$ cat src/hdl/gzhp_pkg.sv
package gzhp_pkg;

    localparam logic [7:0] MAGIC0     = 8'h1F;
    localparam logic [7:0] MAGIC1     = 8'h8B;
    localparam logic [7:0] MAGIC1_OLD = 8'h9E;

    localparam logic [7:0] FL_CONT  = 8'h02;
    localparam logic [7:0] FL_EXTRA = 8'h04;
    localparam logic [7:0] FL_NAME  = 8'h08;
    localparam logic [7:0] FL_COMM  = 8'h10;
    localparam logic [7:0] FL_CRYPT = 8'h20;
    localparam logic [7:0] FL_RSVD  = 8'hC0;

    typedef enum logic [4:0] {
        PH_MAGIC0    = 5'd0,
        PH_MAGIC1    = 5'd1,
        PH_METHOD    = 5'd2,
        PH_FLAGS     = 5'd3,
        PH_TIME0     = 5'd4,
        PH_TIME1     = 5'd5,
        PH_TIME2     = 5'd6,
        PH_TIME3     = 5'd7,
        PH_XFL       = 5'd8,
        PH_OS        = 5'd9,
        PH_XLEN_LO   = 5'd10,
        PH_XLEN_HI   = 5'd11,
        PH_EXTRA     = 5'd12,
        PH_NAME      = 5'd13,
        PH_COMMENT   = 5'd14,
        PH_PAYLOAD   = 5'd15,
        PH_ERR_MAGIC = 5'd16,
        PH_ERR_CRYPT = 5'd17,
        PH_ERR_MULTI = 5'd18,
        PH_ERR_RSVD  = 5'd19
    } phase_t;

    typedef enum logic [2:0] {
        ST_HDR       = 3'd0,
        ST_DONE      = 3'd1,
        ST_PAYLOAD   = 3'd2,
        ST_BAD_MAGIC = 3'd3,
        ST_ENCRYPTED = 3'd4,
        ST_MULTIPART = 3'd5,
        ST_RESERVED  = 3'd6
    } status_t;

    typedef struct packed {
        logic [7:0] data_byte;
        logic       member_start;
    } in_item_t;

    typedef struct packed {
        status_t    status;
        logic [7:0] method;
        logic [7:0] payload_byte;
    } out_item_t;

    // First optional section at or after 'from' that the flags enable, else payload.
    function automatic phase_t next_section(input phase_t from, input logic [7:0] flags);
        phase_t ph;
        ph = PH_PAYLOAD;
        if (from <= PH_COMMENT && (flags & FL_COMM) != 8'h00) begin
            ph = PH_COMMENT;
        end
        if (from <= PH_NAME && (flags & FL_NAME) != 8'h00) begin
            ph = PH_NAME;
        end
        if (from <= PH_XLEN_LO && (flags & FL_EXTRA) != 8'h00) begin
            ph = PH_XLEN_LO;
        end
        return ph;
    endfunction

endpackage

$ cat src/hdl/gzip_member_header_parser_core.sv
// gzip member header parser, one byte per transfer.
// Input channel s_valid/s_ready/s_item carries data_byte and member_start;
// member_start high makes this byte magic byte 0 of a new member and clears
// the captured flags, method and extra-field count.
// Result channel m_valid/m_ready/m_item returns one result per input byte:
// status (header byte, header done, payload, or a sticky error code), the
// method byte captured so far, and the byte itself when status is payload.
// A byte taken on s_* is registered in the input register, parsed from there,
// and its result is registered in the result register that drives m_*.
// Throughput: one byte per cycle while the receiver takes results; the parse is
// a single step on the phase register between the input and result registers.
// The receiver may stall: the result register holds, the input register
// still fills once, and s_ready drops only when both are occupied.
// Reset (aresetn low, synchronous) empties both registers and returns the
// parser to expecting magic byte 0 with flags, method and count cleared.
module gzip_member_header_parser_core
    import gzhp_pkg::*;
(
    input  logic      aclk,
    input  logic      aresetn,
    input  logic      s_valid,
    output logic      s_ready,
    input  in_item_t  s_item,
    output logic      m_valid,
    input  logic      m_ready,
    output out_item_t m_item
);

    logic        in_valid_reg;
    in_item_t    in_item_reg;
    logic        out_valid_reg;
    out_item_t   out_item_reg;

    phase_t      phase_reg, phase_next;
    logic [7:0]  flags_reg, flags_next;
    logic [7:0]  method_reg, method_next;
    logic [7:0]  first_magic_reg, first_magic_next;
    logic [15:0] extra_reg, extra_next;

    phase_t      ph_cur;
    logic [7:0]  flags_cur;
    logic [7:0]  method_cur;
    logic [15:0] extra_cur;
    logic [15:0] extra_dec;
    logic [7:0]  b;
    status_t     status;
    logic        advance;

    assign advance = in_valid_reg && (!out_valid_reg || m_ready);
    assign s_ready = !in_valid_reg || advance;
    assign m_valid = out_valid_reg;
    assign m_item  = out_item_reg;

    // Restart overrides the stored context for this byte.
    assign b          = in_item_reg.data_byte;
    assign ph_cur     = in_item_reg.member_start ? PH_MAGIC0 : phase_reg;
    assign flags_cur  = in_item_reg.member_start ? 8'h00 : flags_reg;
    assign method_cur = in_item_reg.member_start ? 8'h00 : method_reg;
    assign extra_cur  = in_item_reg.member_start ? 16'h0000 : extra_reg;
    assign extra_dec  = extra_cur - 16'd1;

    // Next state
    always_comb begin
        phase_next       = ph_cur;
        flags_next       = flags_cur;
        method_next      = method_cur;
        first_magic_next = first_magic_reg;
        extra_next       = extra_cur;
        case (ph_cur)
            PH_MAGIC0: begin
                first_magic_next = b;
                phase_next       = PH_MAGIC1;
            end
            PH_MAGIC1: begin
                if (first_magic_reg == MAGIC0 && (b == MAGIC1 || b == MAGIC1_OLD)) begin
                    phase_next = PH_METHOD;
                end else begin
                    phase_next = PH_ERR_MAGIC;
                end
            end
            PH_METHOD: begin
                method_next = b;
                phase_next  = PH_FLAGS;
            end
            PH_FLAGS: begin
                flags_next = b;
                if ((b & FL_CRYPT) != 8'h00) begin
                    phase_next = PH_ERR_CRYPT;
                end else if ((b & FL_CONT) != 8'h00) begin
                    phase_next = PH_ERR_MULTI;
                end else if ((b & FL_RSVD) != 8'h00) begin
                    phase_next = PH_ERR_RSVD;
                end else begin
                    phase_next = PH_TIME0;
                end
            end
            PH_TIME0: phase_next = PH_TIME1;
            PH_TIME1: phase_next = PH_TIME2;
            PH_TIME2: phase_next = PH_TIME3;
            PH_TIME3: phase_next = PH_XFL;
            PH_XFL:   phase_next = PH_OS;
            PH_OS:    phase_next = next_section(PH_XLEN_LO, flags_cur);
            PH_XLEN_LO: begin
                extra_next = {8'h00, b};
                phase_next = PH_XLEN_HI;
            end
            PH_XLEN_HI: begin
                extra_next = extra_cur | {b, 8'h00};
                if ((extra_cur | {b, 8'h00}) == 16'h0000) begin
                    phase_next = next_section(PH_NAME, flags_cur);
                end else begin
                    phase_next = PH_EXTRA;
                end
            end
            PH_EXTRA: begin
                extra_next = extra_dec;
                if (extra_dec == 16'h0000) begin
                    phase_next = next_section(PH_NAME, flags_cur);
                end
            end
            PH_NAME: begin
                if (b == 8'h00) begin
                    phase_next = next_section(PH_COMMENT, flags_cur);
                end
            end
            PH_COMMENT: begin
                if (b == 8'h00) begin
                    phase_next = PH_PAYLOAD;
                end
            end
            PH_PAYLOAD, PH_ERR_CRYPT, PH_ERR_MULTI, PH_ERR_RSVD: phase_next = ph_cur;
            default:  phase_next = PH_ERR_MAGIC;
        endcase
    end

    // Outputs
    always_comb begin
        status = ST_HDR;
        case (ph_cur)
            PH_MAGIC1: begin
                if (phase_next == PH_ERR_MAGIC) begin
                    status = ST_BAD_MAGIC;
                end
            end
            PH_FLAGS: begin
                case (phase_next)
                    PH_ERR_CRYPT: status = ST_ENCRYPTED;
                    PH_ERR_MULTI: status = ST_MULTIPART;
                    PH_ERR_RSVD:  status = ST_RESERVED;
                    default:      status = ST_HDR;
                endcase
            end
            PH_OS, PH_XLEN_HI, PH_EXTRA, PH_NAME, PH_COMMENT: begin
                if (phase_next == PH_PAYLOAD) begin
                    status = ST_DONE;
                end
            end
            PH_MAGIC0, PH_METHOD, PH_TIME0, PH_TIME1, PH_TIME2, PH_TIME3,
            PH_XFL, PH_XLEN_LO: status = ST_HDR;
            PH_PAYLOAD:   status = ST_PAYLOAD;
            PH_ERR_CRYPT: status = ST_ENCRYPTED;
            PH_ERR_MULTI: status = ST_MULTIPART;
            PH_ERR_RSVD:  status = ST_RESERVED;
            default:      status = ST_BAD_MAGIC;
        endcase
    end

    always_ff @(posedge aclk) begin
        if (!aresetn) begin
            in_valid_reg    <= 1'b0;
            out_valid_reg   <= 1'b0;
            phase_reg       <= PH_MAGIC0;
            flags_reg       <= 8'h00;
            method_reg      <= 8'h00;
            first_magic_reg <= 8'h00;
            extra_reg       <= 16'h0000;
        end else begin
            if (s_ready) begin
                in_valid_reg <= s_valid;
            end
            if (advance) begin
                out_valid_reg   <= 1'b1;
                phase_reg       <= phase_next;
                flags_reg       <= flags_next;
                method_reg      <= method_next;
                first_magic_reg <= first_magic_next;
                extra_reg       <= extra_next;
            end else if (m_ready) begin
                out_valid_reg <= 1'b0;
            end
        end
    end

    always_ff @(posedge aclk) begin
        if (s_ready && s_valid) begin
            in_item_reg <= s_item;
        end
        if (advance) begin
            out_item_reg.status       <= status;
            out_item_reg.method       <= method_next;
            out_item_reg.payload_byte <= (status == ST_PAYLOAD) ? b : 8'h00;
        end
    end

endmodule

$ cat config.mk
export PLATFORM = sky130hd
export DESIGN_NAME = gzip_member_header_parser_core
export DESIGN_NICKNAME = d
export VERILOG_FILES = /design/src/hdl/gzhp_pkg.sv /design/src/hdl/gzip_member_header_parser_core.sv
export SDC_FILE = /design/constraint.sdc
export NUM_CORES = 1
export LEC_CHECK = 0
export ABC_AREA = 1
export BUFFER_PORTS_ARGS = -buffer_cell sky130_fd_sc_hd__buf_2
export CELL_PAD_IN_SITES_DETAIL_PLACEMENT = 0
export CELL_PAD_IN_SITES_GLOBAL_PLACEMENT = 1
export CORE_UTILIZATION = 40
export CTS_CLUSTER_DIAMETER = 200
export DETAILED_ROUTE_END_ITERATION = 10
export PLACE_DENSITY = 0.78
export SYNTH_ARGS = -nofsm -noshare
export SYNTH_HDL_FRONTEND = slang
export SYNTH_SLANG_ARGS = --single-unit
$ cat constraint.sdc
create_clock -name aclk -period 2.3 [get_ports aclk]
set_input_delay 0.575 -clock aclk [delete_from_list [all_inputs] [get_ports aclk]]
set_output_delay 0.575 -clock aclk [all_outputs]
set_load 0.03 [all_outputs]
==> results.md <==
- The run finished with clean final reports.
- The count of synthesis-stage warnings from yosys is 0.
- The post-route netlist has 26.1% of its cells at a drive strength greater than 1.
- The half-perimeter wire length after detailed placement is between 9000 and 10000 µm.
- Ranked by total cell area, the synthesized netlist is headed by dfxtp_1 19%, edfxtp_1 19%, nand2_1 10%.
- In this run the worst hold path is classified as in2reg.
- nand2_1 is the most common cell in the netlist.
- The number of nets in the synthesized netlist is about 630.
- The predominant post-synthesis flop cell is dfxtp_1.
- The tree built by TritonCTS fans out to 70 sinks.
- The global-route wire length before repair is 21400 µm.
- The number of cells on the worst reg-to-reg path is 14.
- The total of endpoints with negative setup slack in the final report is 0.
- The reported net switching power is ~1.0 mW.
- The upper clock frequency limit is 437 MHz.
- The via count of the first global-routing pass is 4245.
- The transition time at the pin with the least slew margin is 0.425 ns.
- The core area is roughly 10000 µm².
- The total global routing track utilization is between 20% and 30%.
- The iteration-0 DRC count of the detailed router is around 320.
- The share of the Yosys chip area taken by registers is between 30% and 40%.
- After synthesis, the share of flip-flops with an asynchronous set or reset is 0%.
- The synthesized flop and latch total is 70.
- The worst reg2reg path endpoint is m_item[17]$_DFFE_PP_.
- The root buffer cell is clkbuf_8.
- The aggregate global routing overflow is 0.
- The cell type with the largest total area after synthesis is dfxtp_1.
- The detailed router placed roughly 4.4k vias in this run.
- At the end of the flow the core is filled with cells to 51.6%.
- The number of buffers between clock root and the deepest sink is 2.
- The number of fill cells in the layout is roughly 1.1k.
- The setup total negative slack is 0 ns.
- After layout, the minimum clock period comes to 2.29 ns.
- The data arrival at the endpoint of the critical path is ~2.4 ns.
- The total iterations of the first detailed-routing run is 5.
- The critical path is of the reg2reg type.
- In this run, the combinational gates consume between 20% and 30% of the power.
- The antenna violation net count after detailed routing is 0.
- The mapped netlist covers around 4300 µm².
- The worst max-slew margin expressed relative to the limit is between 70% and 80%.
- The total CTS buffers is 9.
- In the routed layout, each cell is associated on average with a via count of 5.30.
- IR analysis of the VDD net gives a maximum drop of about 420 µV.
- After layout, the worst path uses between 90% and 100% of the clock period.
- The clock tree synthesis step divided the H-tree into 3 levels.
- The area taken by multi-input logic gates is ~2400 µm².
- The starting density of the core is a little over two fifths.
- The worst setup path is launched from a flop.
- TritonCTS built the clock tree.
- The quantity of I/O buffers inserted on ports is 33.
- Across the run, the number of max-cap violations was 0.
- Setup repair after global routing could not meet its margin everywhere.
- The post-layout total power is approximately 3.2 mW.
- The number of top-level pins is 34.
- The synthesized area per cell is between 7 and 8 µm².
- The initialized floorplan defines 37 standard-cell rows.
- The switching power share of the total is 32.6%.
- Dividing the detail-routed wire length by the instance count gives between 15 and 20 µm.
- The critical path required time is ~2.4 ns.
- The part of the power in the clock network is about a third.
- The instance count of the mapped netlist is about 600.
- The top cell type by area accounts for between 15 and 20% of the synthesized area.
- The worst path setup slack after routing is 0.00906 ns.
- Ranked by instance count, the synthesized netlist is headed by 119 x nand2_1, 88 x nor2_1, 75 x inv_1.
- The register with the most flip-flops in the layout has 19 of them.
- The launch instance of the worst register-to-register path is in_item_reg[0]$_DFFE_PP_.
- The register cell area after layout is around 1700 µm².
- In this run the worst path has a maximum fanout of 13.
- The die span in y is around 110 µm.
- For this run, design rule violations remaining after detail routing come to 0.
- For this block, the routed nets add up to 13500 µm of wire.
- The initial antenna violation count is 0.
- Yosys mapped a number of flops with a built-in enable equal to 28.
- The final standard cell area without fillers is between 5000 and 6000 µm².
- Sequential cells account for about 45% of the total power.
- Setup slack on the worst reg-to-reg path comes out at between 0.009 and 0.01 ns.
- The register clock-pin slew on the reported worst setup and hold paths is around 0.080 ns.
- The path with the worst hold slack has its endpoint at b[1]$_DFFE_PP_.
- The hold path startpoint is s_item[2].
- The source-to-sink clock delay at the later pin of the worst-skew pair is ~0.37 ns.
- The full die area is roughly 11000 µm².
- The number of stages on the worst hold path is 1.
- The leakage power figure is 2.51 nW.
- For the final database, setup skew stands at between 0.01 and 0.015 ns.
- The netlist uses 42 different library cells.
- Entering global routing, the biggest net connects 35 pins.
- At the end of the flow, the number of nets in the layout was around 700.
- For this design the ratio of total power to cell area is approximately 600 nW/µm².
- The setup slack at placement is -0.105 ns.
- The number of antenna repair diodes is 0.
- Routability-driven placement finished with a final weighted congestion of approximately 0.9.
- In this run the cell area measured after placement is around 4900 µm².
- The internal power is approximately 2.1 mW.
- From left edge to right edge, the die measures roughly 110 µm.
- The number of hold violations in the final report is 0.
- The relative area change from synthesis to final layout is 24.0%.
- The final count of pins violating max slew is 0.
- STA classifies the critical path endpoint as a flop.
==> power groups by stage <==
| stage | registers, mW | logic, mW | clock network, mW |
|---|---|---|---|
| after CTS | 1.42 | 0.643 | 1.09 |
| after global placement | 1.45 | 0.620 | 0 |
| after detailed placement | 1.45 | 0.628 | 0 |
| after global routing | 1.44 | 0.757 | 1.14 |
| final | 1.43 | 0.685 | 1.06 |
| after floorplan | 1.48 | 0.400 | 0 |
==> cells in the final DEF, fill, tap and decap left out, drive strengths merged, types with 2 or more instances in the layout <==
master,n
edfxtp,28
a21oi,35
nor4,4
nand3b,3
nor2,102
a211oi,2
nand4,11
o211ai,5
o21ai,70
nand2,137
inv,83
a221oi,6
o31ai,2
nand3,41
clkbuf,10
nor3,9
clkinvlp,3
ha,3
clkinv,3
o221ai,4
dfxtp,42
buf,87
==> layer usage <==
metal  wire length [µm]  up-vias  track usage, %
met1               5960     2043            33.0
met5                  0        -               0
met2               6340      143            40.2
met4                302        0            10.1
li1                   -     2203               -
met3                906       23            5.40
==> critical path: stages, from the launching register on <==
cell	delay, ns
edfxtp_1	0.42
clkinv_4	0.14
buf_12	0.19
o21ai_2	0.13
nand2_1	0.11
nor2_1	0.17
nand3_1	0.09
nand2_1	0.14
nand3_1	0.16
nor2_4	0.13
nand3_2	0.07
nand3_2	0.08
nand2_2	0.07
nand3_1	0.07
nand3_1	0.07
==> logic make-up (layout without fill, tap and decap cells) <==
| kind of cell | after synthesis | count (layout) | synth area share (%) |
|---|---|---|---|
| AND/OR/NAND/NOR | 307 | 307 | 33.1 |
| AO/OA/AOI/OAI | 129 | 129 | 17.1 |
| buffers and inverters | 103 | 187 | 9.93 |
| flip-flops | 70 | 70 | 38.8 |
| adder cells (fa/ha/maj) | 3 | 3 | 0.866 |
| XOR/XNOR | 1 | 1 | 0.202 |
==> per-stage QoR <==
step	hold slack, ns	instances
CTS	0.361	824
global route	0.364	833
floorplan	0.468	613
global placement	0.481	807
detailed placement	0.490	807
finish	0.376	833
==> cell type report <==
| class | count | area share [%] |
|---|---|---|
| multi-input combinational | 440 | 43.9 |
| sequential | 70 | 31.3 |
| timing repair buffer | 87 | 11.7 |
| inverter | 84 | 6.07 |
| tap | 136 | 3.16 |
| clock buffer | 10 | 2.56 |
| clock inverter | 6 | 1.26 |
==> worst max-delay path by stage <==
stage,from,end,slack (ns),cells after the start
after floorplan,in_item_reg[0]$_DFFE_PP_,m_item[16]$_DFFE_PP_,0.05,18
after global placement,in_item_reg[0]$_DFFE_PP_,m_item[16]$_DFFE_PP_,-0.11,13
after detailed placement,in_item_reg[0]$_DFFE_PP_,m_item[16]$_DFFE_PP_,-0.10,13
after CTS,in_item_reg[0]$_DFFE_PP_,m_item[16]$_DFFE_PP_,0.004,17
after global routing,in_item_reg[0]$_DFFE_PP_,m_item[16]$_DFFE_PP_,-0.17,16
final,in_item_reg[0]$_DFFE_PP_,m_item[17]$_DFFE_PP_,0.009,14
==> timing repair <==
action,4_1_cts,5_1_grt
pin swaps,0,20
hold buffers,0,0
cloned,1,0
resized for setup,5,35
setup buffers,0,9
endpoints found under the setup margin,7,16
Note: power is estimated with default switching activity, not from simulation.
